[src/rtl/core/vrd_pkg.sv]
// Shared constants, types and helpers for the VP9 RTP depacketizer.
`timescale 1ns / 1ps

package vrd_pkg;

  // Largest frame the reassembly can track, in bytes.
  localparam int unsigned MAX_FRAME_BYTES = 1048576;

  localparam int unsigned CNT_W = 21;
  localparam int unsigned OFF_W = 20;
  localparam int unsigned CFG_RESET = 1048576;

  localparam logic [CNT_W-1:0] CNT_MAX = {CNT_W{1'b1}};

  // Capacity in force right after reset.
  localparam logic [CNT_W-1:0] CAP_RESET =
    CNT_W'((MAX_FRAME_BYTES < CFG_RESET) ? MAX_FRAME_BYTES : CFG_RESET);

  // Packet status codes.
  localparam logic [1:0] ST_OK         = 2'd0;
  localparam logic [1:0] ST_NO_PAYLOAD = 2'd1;
  localparam logic [1:0] ST_INVALID    = 2'd2;
  localparam logic [1:0] ST_OVERFLOW   = 2'd3;

  // What the descriptor parser tells the frame tracker about the current byte.
  typedef struct packed {
    logic was_payload;     // byte belongs to the payload section
    logic ends_in_payload; // descriptor finished with this byte or earlier
    logic b_flag;          // start of frame flag of this packet
    logic e_flag;          // end of frame flag of this packet
  } desc_info_t;

  typedef struct packed {
    logic             payload_valid;
    logic [7:0]       payload_byte;
    logic [OFF_W-1:0] frame_offset;
    logic             packet_done;
    logic [1:0]       status;
    logic             frame_complete;
    logic [CNT_W-1:0] frame_length;
  } result_t;

  // Clamp a written capacity to what the block can hold.
  function automatic logic [CNT_W-1:0] clamp_cap(input logic [CNT_W-1:0] value);
    if (32'(value) > MAX_FRAME_BYTES) begin
      clamp_cap = CNT_W'(MAX_FRAME_BYTES);
    end else begin
      clamp_cap = value;
    end
  endfunction

endpackage

[src/rtl/core/vrd_desc_parser.sv]
// Byte-serial walker over the VP9 payload descriptor.
`timescale 1ns / 1ps

module vrd_desc_parser
  import vrd_pkg::*;
(
  input  logic       clk,
  input  logic       rst_n,
  input  logic       accept,
  input  logic [7:0] data_byte,
  input  logic       last_byte,
  output desc_info_t info
);

  localparam logic [3:0] PH_FIRST   = 4'd0;
  localparam logic [3:0] PH_PID1    = 4'd1;
  localparam logic [3:0] PH_PID2    = 4'd2;
  localparam logic [3:0] PH_LAYER   = 4'd3;
  localparam logic [3:0] PH_TL0     = 4'd4;
  localparam logic [3:0] PH_REF     = 4'd5;
  localparam logic [3:0] PH_SS      = 4'd6;
  localparam logic [3:0] PH_RES     = 4'd7;
  localparam logic [3:0] PH_GOFN    = 4'd8;
  localparam logic [3:0] PH_GOFD    = 4'd9;
  localparam logic [3:0] PH_GOFR    = 4'd10;
  localparam logic [3:0] PH_PAYLOAD = 4'd11;

  // Descriptor sections already finished when choosing the next one.
  localparam logic [2:0] SEC_HDR   = 3'd0;
  localparam logic [2:0] SEC_PID   = 3'd1;
  localparam logic [2:0] SEC_LAYER = 3'd2;
  localparam logic [2:0] SEC_REF   = 3'd3;
  localparam logic [2:0] SEC_SS    = 3'd4;

  // Flags: I=7 P=6 L=5 F=4 B=3 E=2 V=1.
  function automatic logic [3:0] next_section(input logic [7:0] f, input logic [2:0] done);
    if (done < SEC_PID && f[7]) begin
      next_section = PH_PID1;
    end else if (done < SEC_LAYER && f[5]) begin
      next_section = PH_LAYER;
    end else if (done < SEC_REF && f[4] && f[6]) begin
      next_section = PH_REF;
    end else if (done < SEC_SS && f[1]) begin
      next_section = PH_SS;
    end else begin
      next_section = PH_PAYLOAD;
    end
  endfunction

  logic [3:0] phase_r, phase_nxt, phase_step;
  logic [7:0] flags_r, flags_nxt;
  logic [1:0] ss_r, ss_nxt;
  logic [5:0] skip_r, skip_nxt;
  logic [7:0] gof_r, gof_nxt;
  logic [1:0] ref_r, ref_nxt;

  always_comb begin
    flags_nxt  = flags_r;
    ss_nxt     = ss_r;
    skip_nxt   = skip_r;
    gof_nxt    = gof_r;
    ref_nxt    = ref_r;
    phase_step = phase_r;
    case (phase_r)
      PH_PID1: begin
        phase_step = data_byte[7] ? PH_PID2 : next_section(flags_r, SEC_PID);
      end
      PH_PID2: begin
        phase_step = next_section(flags_r, SEC_PID);
      end
      PH_LAYER: begin
        phase_step = flags_r[4] ? next_section(flags_r, SEC_LAYER) : PH_TL0;
      end
      PH_TL0: begin
        phase_step = next_section(flags_r, SEC_LAYER);
      end
      PH_REF: begin
        if (!data_byte[0]) begin
          phase_step = next_section(flags_r, SEC_REF);
        end
      end
      PH_SS: begin
        // Y selects the resolution list, G the group-of-frames list.
        ss_nxt = {data_byte[4], data_byte[3]};
        if (data_byte[4]) begin
          skip_nxt   = {({1'b0, data_byte[7:5]} + 4'd1), 2'b00};
          phase_step = PH_RES;
        end else begin
          skip_nxt   = '0;
          phase_step = data_byte[3] ? PH_GOFN : PH_PAYLOAD;
        end
      end
      PH_RES: begin
        skip_nxt = skip_r - 6'd1;
        if (skip_nxt == '0) begin
          phase_step = ss_r[0] ? PH_GOFN : PH_PAYLOAD;
        end
      end
      PH_GOFN: begin
        gof_nxt    = data_byte;
        phase_step = (data_byte != '0) ? PH_GOFD : PH_PAYLOAD;
      end
      PH_GOFD: begin
        ref_nxt = data_byte[1:0];
        gof_nxt = gof_r - 8'd1;
        if (ref_nxt != '0) begin
          phase_step = PH_GOFR;
        end else begin
          phase_step = (gof_nxt != '0) ? PH_GOFD : PH_PAYLOAD;
        end
      end
      PH_GOFR: begin
        ref_nxt = ref_r - 2'd1;
        if (ref_nxt == '0) begin
          phase_step = (gof_r != '0) ? PH_GOFD : PH_PAYLOAD;
        end
      end
      PH_PAYLOAD: begin
        phase_step = PH_PAYLOAD;
      end
      default: begin
        flags_nxt  = data_byte;
        phase_step = next_section(data_byte, SEC_HDR);
      end
    endcase

    phase_nxt = phase_step;
    if (last_byte) begin
      phase_nxt = PH_FIRST;
      skip_nxt  = '0;
      gof_nxt   = '0;
      ref_nxt   = '0;
    end
  end

  always_ff @(posedge clk) begin
    if (!rst_n) begin
      phase_r <= PH_FIRST;
      flags_r <= '0;
      ss_r    <= '0;
      skip_r  <= '0;
      gof_r   <= '0;
      ref_r   <= '0;
    end else if (accept) begin
      phase_r <= phase_nxt;
      flags_r <= flags_nxt;
      ss_r    <= ss_nxt;
      skip_r  <= skip_nxt;
      gof_r   <= gof_nxt;
      ref_r   <= ref_nxt;
    end
  end

  assign info.was_payload     = (phase_r == PH_PAYLOAD);
  assign info.ends_in_payload = (phase_step == PH_PAYLOAD);
  assign info.b_flag          = flags_r[3];
  assign info.e_flag          = flags_r[2];

endmodule

[src/rtl/core/vrd_frame_track.sv]
// Payload byte counting, frame offsets and packet status.
`timescale 1ns / 1ps

module vrd_frame_track
  import vrd_pkg::*;
(
  input  logic             clk,
  input  logic             rst_n,
  input  logic             accept,
  input  logic [7:0]       data_byte,
  input  logic             last_byte,
  input  desc_info_t       info,
  input  logic [CNT_W-1:0] cap,
  output logic             res_valid,
  output result_t          res
);

  logic [CNT_W-1:0] count_r, count_nxt, count_inc;
  logic [CNT_W-1:0] committed_r, committed_nxt;
  logic             started_r, started_nxt;
  logic [CNT_W-1:0] base;
  logic [CNT_W:0]   off;
  logic [CNT_W:0]   end_sum;
  logic             payload_step;
  logic             fwd;
  logic [1:0]       status;
  logic             done;

  always_comb begin
    payload_step = info.was_payload && (count_r != CNT_MAX);
    base         = info.b_flag ? '0 : committed_r;
    off          = {1'b0, base} + {1'b0, count_r};
    fwd          = payload_step && (info.b_flag || started_r) && (off < {1'b0, cap});
    count_inc    = count_r + CNT_W'(payload_step);
    end_sum      = {1'b0, base} + {1'b0, count_inc};

    committed_nxt = committed_r;
    started_nxt   = started_r;
    status        = ST_OK;
    done          = 1'b0;
    if (!info.was_payload) begin
      status = info.ends_in_payload ? ST_NO_PAYLOAD : ST_INVALID;
    end else if (!info.b_flag && !started_r) begin
      status = ST_INVALID;
    end else begin
      // A new frame restarts the length even when the packet overflows.
      if (info.b_flag) begin
        committed_nxt = '0;
        started_nxt   = 1'b1;
      end
      if (count_inc == CNT_MAX || end_sum > {1'b0, cap}) begin
        status = ST_OVERFLOW;
      end else begin
        committed_nxt = end_sum[CNT_W-1:0];
        if (info.e_flag) begin
          done        = 1'b1;
          started_nxt = 1'b0;
        end
      end
    end

    count_nxt = last_byte ? '0 : count_inc;

    res_valid          = fwd || last_byte;
    res.payload_valid  = fwd;
    res.payload_byte   = fwd ? data_byte : '0;
    res.frame_offset   = fwd ? off[OFF_W-1:0] : '0;
    res.packet_done    = last_byte;
    res.status         = last_byte ? status : ST_OK;
    res.frame_complete = last_byte && done;
    res.frame_length   = last_byte ? committed_nxt : '0;
  end

  always_ff @(posedge clk) begin
    if (!rst_n) begin
      count_r     <= '0;
      committed_r <= '0;
      started_r   <= 1'b0;
    end else if (accept) begin
      count_r <= count_nxt;
      if (last_byte) begin
        committed_r <= committed_nxt;
        started_r   <= started_nxt;
      end
    end
  end

endmodule

[src/rtl/core/vp9_rtp_depacketizer_unit.sv]
// Top level of the VP9 RTP depacketizer: descriptor parser, frame tracker, output register.
`timescale 1ns / 1ps

// Channel  Direction  Carries
// -------  ---------  ---------------------------------------------------------
// in_      slave      one payload byte per request, tlast on a packet's last byte
// out_     master     a forwarded frame byte and/or the packet status
// cfg_     slave      frame_capacity, always ready
//
// Each byte is parsed in the cycle it is accepted, its result is captured in the
// output register at the accepting edge and offered on out_ from the next cycle.
// A byte can be accepted every cycle; descriptor bytes that produce no result
// are simply absorbed. in_tready is low only while the output register holds a
// result that the sink is not taking in the same cycle. Reset (rst_n low,
// synchronous) returns the parser to the start of a descriptor and clears the
// frame state.
module vp9_rtp_depacketizer_unit
  import vrd_pkg::*;
(
  input  logic             clk,
  input  logic             rst_n,

  input  logic             in_tvalid,
  output logic             in_tready,
  input  logic [7:0]       in_tdata,   // [7:0] data_byte
  input  logic             in_tlast,   // last_byte

  output logic             out_tvalid,
  input  logic             out_tready,
  // [7:0] payload_byte, [27:8] frame_offset, [29:28] status,
  // [30] frame_complete, [51:31] frame_length, [55:52] zero
  output logic [55:0]      out_tdata,
  output logic             out_tuser,  // payload_valid
  output logic             out_tlast,  // packet_done

  input  logic             cfg_valid,
  output logic             cfg_ready,
  input  logic [CNT_W-1:0] cfg_data    // frame_capacity
);

  logic             accept;
  logic [CNT_W-1:0] cap_r;
  desc_info_t       info;
  logic             res_valid;
  result_t          res;
  logic             out_valid_r;
  result_t          out_res_r;

  // The output register can take a new result when empty or being drained.
  assign in_tready = !out_valid_r || out_tready;
  assign accept    = in_tvalid && in_tready;
  assign cfg_ready = 1'b1;

  // The capacity is clamped once when written, so the datapath sees the
  // value actually in force.
  always_ff @(posedge clk) begin
    if (!rst_n) begin
      cap_r <= CAP_RESET;
    end else if (cfg_valid) begin
      cap_r <= clamp_cap(cfg_data);
    end
  end

  vrd_desc_parser u_parser (
    .clk       (clk),
    .rst_n     (rst_n),
    .accept    (accept),
    .data_byte (in_tdata),
    .last_byte (in_tlast),
    .info      (info)
  );

  vrd_frame_track u_track (
    .clk       (clk),
    .rst_n     (rst_n),
    .accept    (accept),
    .data_byte (in_tdata),
    .last_byte (in_tlast),
    .info      (info),
    .cap       (cap_r),
    .res_valid (res_valid),
    .res       (res)
  );

  always_ff @(posedge clk) begin
    if (!rst_n) begin
      out_valid_r <= 1'b0;
    end else if (accept) begin
      out_valid_r <= res_valid;
    end else if (out_tready) begin
      out_valid_r <= 1'b0;
    end
  end

  // Payload of the output register needs no reset.
  always_ff @(posedge clk) begin
    if (accept) begin
      out_res_r <= res;
    end
  end

  assign out_tvalid = out_valid_r;
  assign out_tuser  = out_res_r.payload_valid;
  assign out_tlast  = out_res_r.packet_done;
  assign out_tdata  = {4'b0000,
                       out_res_r.frame_length,
                       out_res_r.frame_complete,
                       out_res_r.status,
                       out_res_r.frame_offset,
                       out_res_r.payload_byte};

endmodule
[config.mk]
export PLATFORM = sky130hd
export DESIGN_NAME = vp9_rtp_depacketizer_unit
export DESIGN_NICKNAME = d
export VERILOG_FILES = /design/src/rtl/core/vrd_pkg.sv /design/src/rtl/core/vrd_desc_parser.sv /design/src/rtl/core/vrd_frame_track.sv /design/src/rtl/core/vp9_rtp_depacketizer_unit.sv
export SDC_FILE = /design/constraint.sdc
export NUM_CORES = 1
export LEC_CHECK = 0
export BUFFER_PORTS_ARGS = -buffer_cell sky130_fd_sc_hd__clkbuf_2
export CAP_MARGIN = 10
export CORE_ASPECT_RATIO = 1.2
export CORE_MARGIN = 1.5
export CORE_UTILIZATION = 55
export DETAILED_ROUTE_END_ITERATION = 7
export MAX_ROUTING_LAYER = met4
export PLACE_DENSITY_LB_ADDON = 0.05
export SLEW_MARGIN = 25
export SYNTH_ARGS = -nofsm -noshare
export SYNTH_HDL_FRONTEND = slang
export SYNTH_SLANG_ARGS = --single-unit
[constraint.sdc]
create_clock -name clk -period 6.4 [get_ports clk]
set_input_delay 1.6 -clock clk [delete_from_list [all_inputs] [get_ports clk]]
set_output_delay 1.6 -clock clk [all_outputs]
set_load 0.02 [all_outputs]
# Word-level counts from Yosys, hierarchy flattened
# Index checks and enable logic that the tools add are counted.
dict set report classes {
  addsub 7
  multipliers 0
  div 0
  magnitude_cmp 3
  n_eq_ne 14
  shift 0
  muxes 47
  bitwise 2
  n_reduce_logical 33
}
# cell count
set ops {}
lappend ops {{$mux W21} 6}
lappend ops {{$mux W4} 15}
lappend ops {{$add A21 B21 Y22} 2}
lappend ops {{$pmux W4 S11} 1}
lappend ops {{$reduce_bool A8 Y1} 3}
lappend ops {{$gt A22 B21 Y1} 1}
lappend ops {{$lt A22 B21 Y1} 1}
lappend ops {{$add A21 B1 Y21} 1}
lappend ops {{$eq A21 B21 Y1 const B} 1}
lappend ops {{$gt A21 B21 Y1 const B} 1}
lappend ops {{$ne A21 B21 Y1 const B} 1}
lappend ops {{$eq A4 B4 Y1 const B} 5}
lappend ops {{$mux W2} 10}
lappend ops {{$eq A4 B3 Y1 const B} 4}
lappend ops {{$pmux W8 S2} 1}
lappend ops {{$mux W6} 2}
lappend ops {{$pmux W6 S2} 1}
lappend ops {{$reduce_and A2 Y1} 6}
lappend ops {{$reduce_or A11 Y1} 1}
lappend ops {{$mux W1} 9}
lappend ops {{$reduce_bool A3 Y1} 3}
lappend ops {{$eq A4 B2 Y1 const B} 2}
lappend ops {{$logic_and A1 B1 Y1} 8}
lappend ops {{$mux W8} 1}
lappend ops {{other kinds (13)} 20}
dict set report totals {
  register_bits 147
  latch_bits 0
  ramBits 0
  mem_bits_ro 0
  inputBits 35
  out_inout_bits 61
  wordCells 124
  mem_count 0
}

# Logic depth before layout (Yosys ltp)
dict set report logic_depth {
  depth_word 10
  mapped_depth 32
  mapped_depth_nobuf 28
}

# By module
# A second synthesis with hierarchy kept.
dict set report hier_totals {
  cells_unflattened 1274
  hier_area_um2 10914.2
}
# mod instances cells_per_inst area_each_um2 seq_area_each_um2
set by_module_without_submodules {}
lappend by_module_without_submodules {vrd_frame_track 1 838 6182.2 860.8}
lappend by_module_without_submodules {vp9_rtp_depacketizer_unit 1 144 2575.0 2062.0}
lappend by_module_without_submodules {vrd_desc_parser 1 292 2157.1 540.5}

# Least setup slack after synthesis
# Ideal clock, no wire load.
dict set report synth_path {
  kind {register -> register}
  from {register u_track.count_r[15]}
  to {register out_res_r, in the netlist out_tdata[40], data pin}
  setup_time_ns 0.256
  arrival_ns 5.905
  required_time_ns 6.144
  setup_slack_ns 0.238
  stages_incl_launch_ff 29
  path_buffers 3
  period_less_slack_ns 6.162
  cell_sequence {dfxtp_1 > clkbuf_1 > nand2_1 > nor3_1 > nand4_1 > o21a_1 > ha_1 > ha_1 > clkbuf_1 > xor2_1 > ha_1 > a21o_1 > a211oi_1 > o211ai_1 > a21oi_1 > nor3b_1 > a41oi_1 > o21ai_0 > xor2_1 > ha_1 > nand3_1 > nor4_1 > nand2_1 > a211oi_1 > o211ai_4 > nor2_4 > nor2_2 > buf_2 > a22o_1}
}
dict set report synth_via {
  elab_chain_cells 9
  word_cells_on_any_way 10
  classes_between {add/sub (2); order compare (1); eq/ne (2); mux (3); reduce/logical (2)}
}
# item line_no
set synth_lines {}
lappend synth_lines {{start: declaration} vrd_frame_track.sv:18} ;# logic [CNT_W-1:0] count_r, count_nxt, count_inc;
lappend synth_lines {{start signal: assignment} vrd_frame_track.sv:80} ;# count_r <= count_nxt;
lappend synth_lines {{$ne A21 B21 Y1} vrd_frame_track.sv:30} ;# payload_step = info.was_payload && (count_r != CNT_MAX);
lappend synth_lines {{$logic_and A1 B1 Y1} vrd_frame_track.sv:30}
lappend synth_lines {{$add A21 B1 Y21 *} vrd_frame_track.sv:34} ;# count_inc = count_r + CNT_W'(payload_step);
lappend synth_lines {{$add A21 B21 Y22} vrd_frame_track.sv:35} ;# end_sum = {1'b0, base} + {1'b0, count_inc};
lappend synth_lines {{$gt A22 B21 Y1} vrd_frame_track.sv:51} ;# if (count_inc == CNT_MAX || end_sum > {1'b0, cap}) begin
lappend synth_lines {{$logic_or A1 B1 Y1} vrd_frame_track.sv:51}
lappend synth_lines {{$mux W21 *} vrd_frame_track.sv:51}
lappend synth_lines {{$mux W21 *} vrd_frame_track.sv:43} ;# end else if (!info.b_flag && !started_r) begin
lappend synth_lines {{$mux W21 *} vrd_frame_track.sv:41} ;# if (!info.was_payload) begin
lappend synth_lines {{end signal: assignment} vp9_rtp_depacketizer_unit.sv:98} ;# out_res_r <= res;
lappend synth_lines {{end: declaration} vp9_rtp_depacketizer_unit.sv:47} ;# result_t out_res_r;
# Mark *: on every way between the ends. The rest lies on a longest branch, timed or not.
# A chain may end at the register's enable or synchronous reset.

# Worst setup path after layout
dict set report layout_path {
  from {register u_track.count_r[15]}
  to {register out_res_r, in the netlist out_tdata[50], data pin}
}
# Same word-level chain as after synthesis.

==> out/results.ini <==
[logic_synthesis]
synth_commonest_cells=nand2_1, ha_1, dfxtp_1
yosys.area.top_type=dfxtp_1
synth.top_cell.area_share_pct=17.5
synthCells=1226
synth_edf_count=54
ys_top_cells_by_area=dfxtp_1, edfxtp_1, ha_1
synth_area_sq_mm=0.0105
synth_ff_type=dfxtp_1
ys_types=79
syn_avg_cell_area_sq_um=8.60
yosys_warnings=0
seq_area_frac_synth_pct=32.8
synth_most_common_cell=nand2_1
async_flop_share_pct=0
ys_ff_latch=146

[route]
drt-initial-drc-count=705
drc=0
dr_total_vias=9611
ant_nets=0
via_per_inst=6.00
dr.pass1.iters=6
wire_per_inst_microns=19.9
wirelength_microns=32000

[floorplan]
ios=96
die_w_microns=129
start_util_pct=55.9
die_area_sq_mm=0.0200
placementRows=55
die_y_microns=155
core_sq_mm=0.0189

[finish]
fillers=1678
nNetsFinal=1469
area_delta_synth_final_pct=16.4
finalInstanceArea_sq_mm=0.0123
drive_gt1_share_pct=17.1
antenna_cells=0
final_cells=1602

[worst_hold_path]
worstHoldStart=u_track.committed_r[16]
hold_depth=1
hold_class=register to register
hold_path_end=u_track.committed_r[16]

[timing]
slew_headroom_pct=37.8
max_freq_mhz=163
finalHoldViolCount=0
worstMarginPinSlew_ns=0.932
finalClockSkew_ns=0.00968
setup_viol=0
hold-worst-slack_ns=0.492
finalMaxSlewViolations=0
min_period_ns=6.12
finalWorstSetupSlack_ns=0.280
fin_crit_sh_pct=95.6

[clock_tree]
cts_root_buf=clkbuf_16
htree_num_levels=4
cts_hold_buffers=0
cts_made_buffers=17
clk_latency_ns=0.43
clockBufferDepth=2
path_clk_slew_ns=0.07
cts_tree=yes
cts.sink_count=146

[place]
dpl_cell_area_sq_mm=0.0115
io_buffers=90
dp_slack_ns=0.182
gp_congestion=1.00
dp_hpwl_microns=24300
place_inst=1568

[grt]
grt_pass1_vias=9249
grt_max_degree=76
grt_pass1_wl_microns=49200
antenna_found_initial=0
grt_remaining_overflow=0
grt_usage_pct=33.1

[worst_setup_path]
worstPathMaxFanout=14
crit_arrival_ns=6.30
start_kind=register
crit_path_top_delay_cell=fa_1
r2r_start=u_track.count_r[15]
worstRegToRegCells=27
critPathTopFamily=compound AO/OA/AOI/OAI gates
critPathCaptureType=register
rrSetupSlack_ns=0.28
critPathKind=register to register
critPathMaxStageDelay_ns=0.45
cp.required_ns=6.58
cp_num_buf_inv=2
reg2reg_to=out_tdata[50]

[pwr]
vdd_ir_drop_max_mv=0.177
switchingPower_uw=649
clkPwrFrac_pct=45.4
seqPwrFrac_pct=43.3
power_density_mw_per_mm2=189
pwr-share-comb_pct=11.4
p_int_uw=1670
sw_frac_of_total_pct=28.0
p_leak_uw=0.00526

[run]
cap_violations=0

[run_status]
outcome=completed

## power by group through the flow
| stage | sequential [uW] | clock, uW | combinational [uW] |
|---|---|---|---|
| 6_report | 1000 | 1050 | 264 |
| 5_1_grt | 1010 | 1100 | 287 |
| 4_1_cts | 1000 | 1060 | 258 |
| 3_5_place_dp | 1020 | 0 | 256 |
| 3_3_place_gp | 1020 | 0 | 254 |
| 2_1_floorplan | 1040 | 0 | 150 |
## routing by layer
metal,GRT usage [%],up-vias,share of wire (%)
met1,37.2,4524,41
met4,17.4,0,5.1
met5,-,-,0
li1,-,4715,-
met3,4.29,80,4.2
met2,57.1,292,50
## how the worst max path moves through the flow
stage	cells after the start	to	from
after floorplan	28	out_tdata[40]	u_track.count_r[15]
after global placement	26	out_tdata[51]	u_track.count_r[16]
after detailed placement	27	out_tdata[51]	u_track.count_r[16]
after CTS	26	out_tdata[50]	u_track.count_r[15]
after global routing	30	u_track.committed_r[4]	u_track.count_r[9]
final	27	out_tdata[50]	u_track.count_r[15]
## logic make-up after synthesis
logic type	Yosys count	synth area share [%]
XOR/XNOR	61	5.14
AO/OA/AOI/OAI	357	22.3
AND/OR/NAND/NOR	429	22.4
adder cells (fa/ha/maj)	101	12.1
other	2	0.0712
buffers and inverters	130	5.08
flip-flops	146	32.8
## cell usage in the layout, fill, tap and decap left out, drive strengths merged, types with 65 or more instances in the layout
| master | netlist | routed |
|---|---|---|
| a21oi | 75 | 75 |
| buf | 19 | 65 |
| clkbuf | 51 | 107 |
| dfxtp | 92 | 92 |
| ha | 99 | 99 |
| inv | 60 | 70 |
| nand2 | 110 | 110 |
| nor2 | 68 | 68 |
| nor2b | 67 | 67 |
| o21ai | 93 | 93 |
## area by class of cell
class,instances,area (sq um),area share (%)
clock buffers,17,425,3.46
clock inverters,15,185,1.51
inverters,60,225,1.83
multi-input cells,953,6700,54.5
flip-flops and latches,146,3460,28.2
well taps,256,320,2.61
repair buffers,155,963,7.85
## registers in the layout (all words and copies together), names as in the netlist
name and count:
cap_r 21, u_parser.ref_r 2, u_parser.skip_r 6, out_tvalid 1
out_tdata 52, out_tuser 1, u_track.started_r 1, out_tlast 1
u_track.count_r 21, u_parser.gof_r 8, u_track.committed_r 21, u_parser.phase_r 4
u_parser.flags_r 6, u_parser.ss_r 1
## metrics by stage
step	util (%)	power [uW]	TNS [ns]
6_report	65.1	2320	0
4_1_cts	64.3	2320	0
5_1_grt	65.1	2390	-0.478
3_3_place_gp	61.1	1280	0
3_5_place_dp	61.1	1280	0
2_1_floorplan	-	1190	0
## timing repair
action / CTS / global route
setup endpoints to repair: 0 / 46
resized for setup: 0 / 26
buffers inserted: 0 / 2
(Power assumes the default switching activity.)
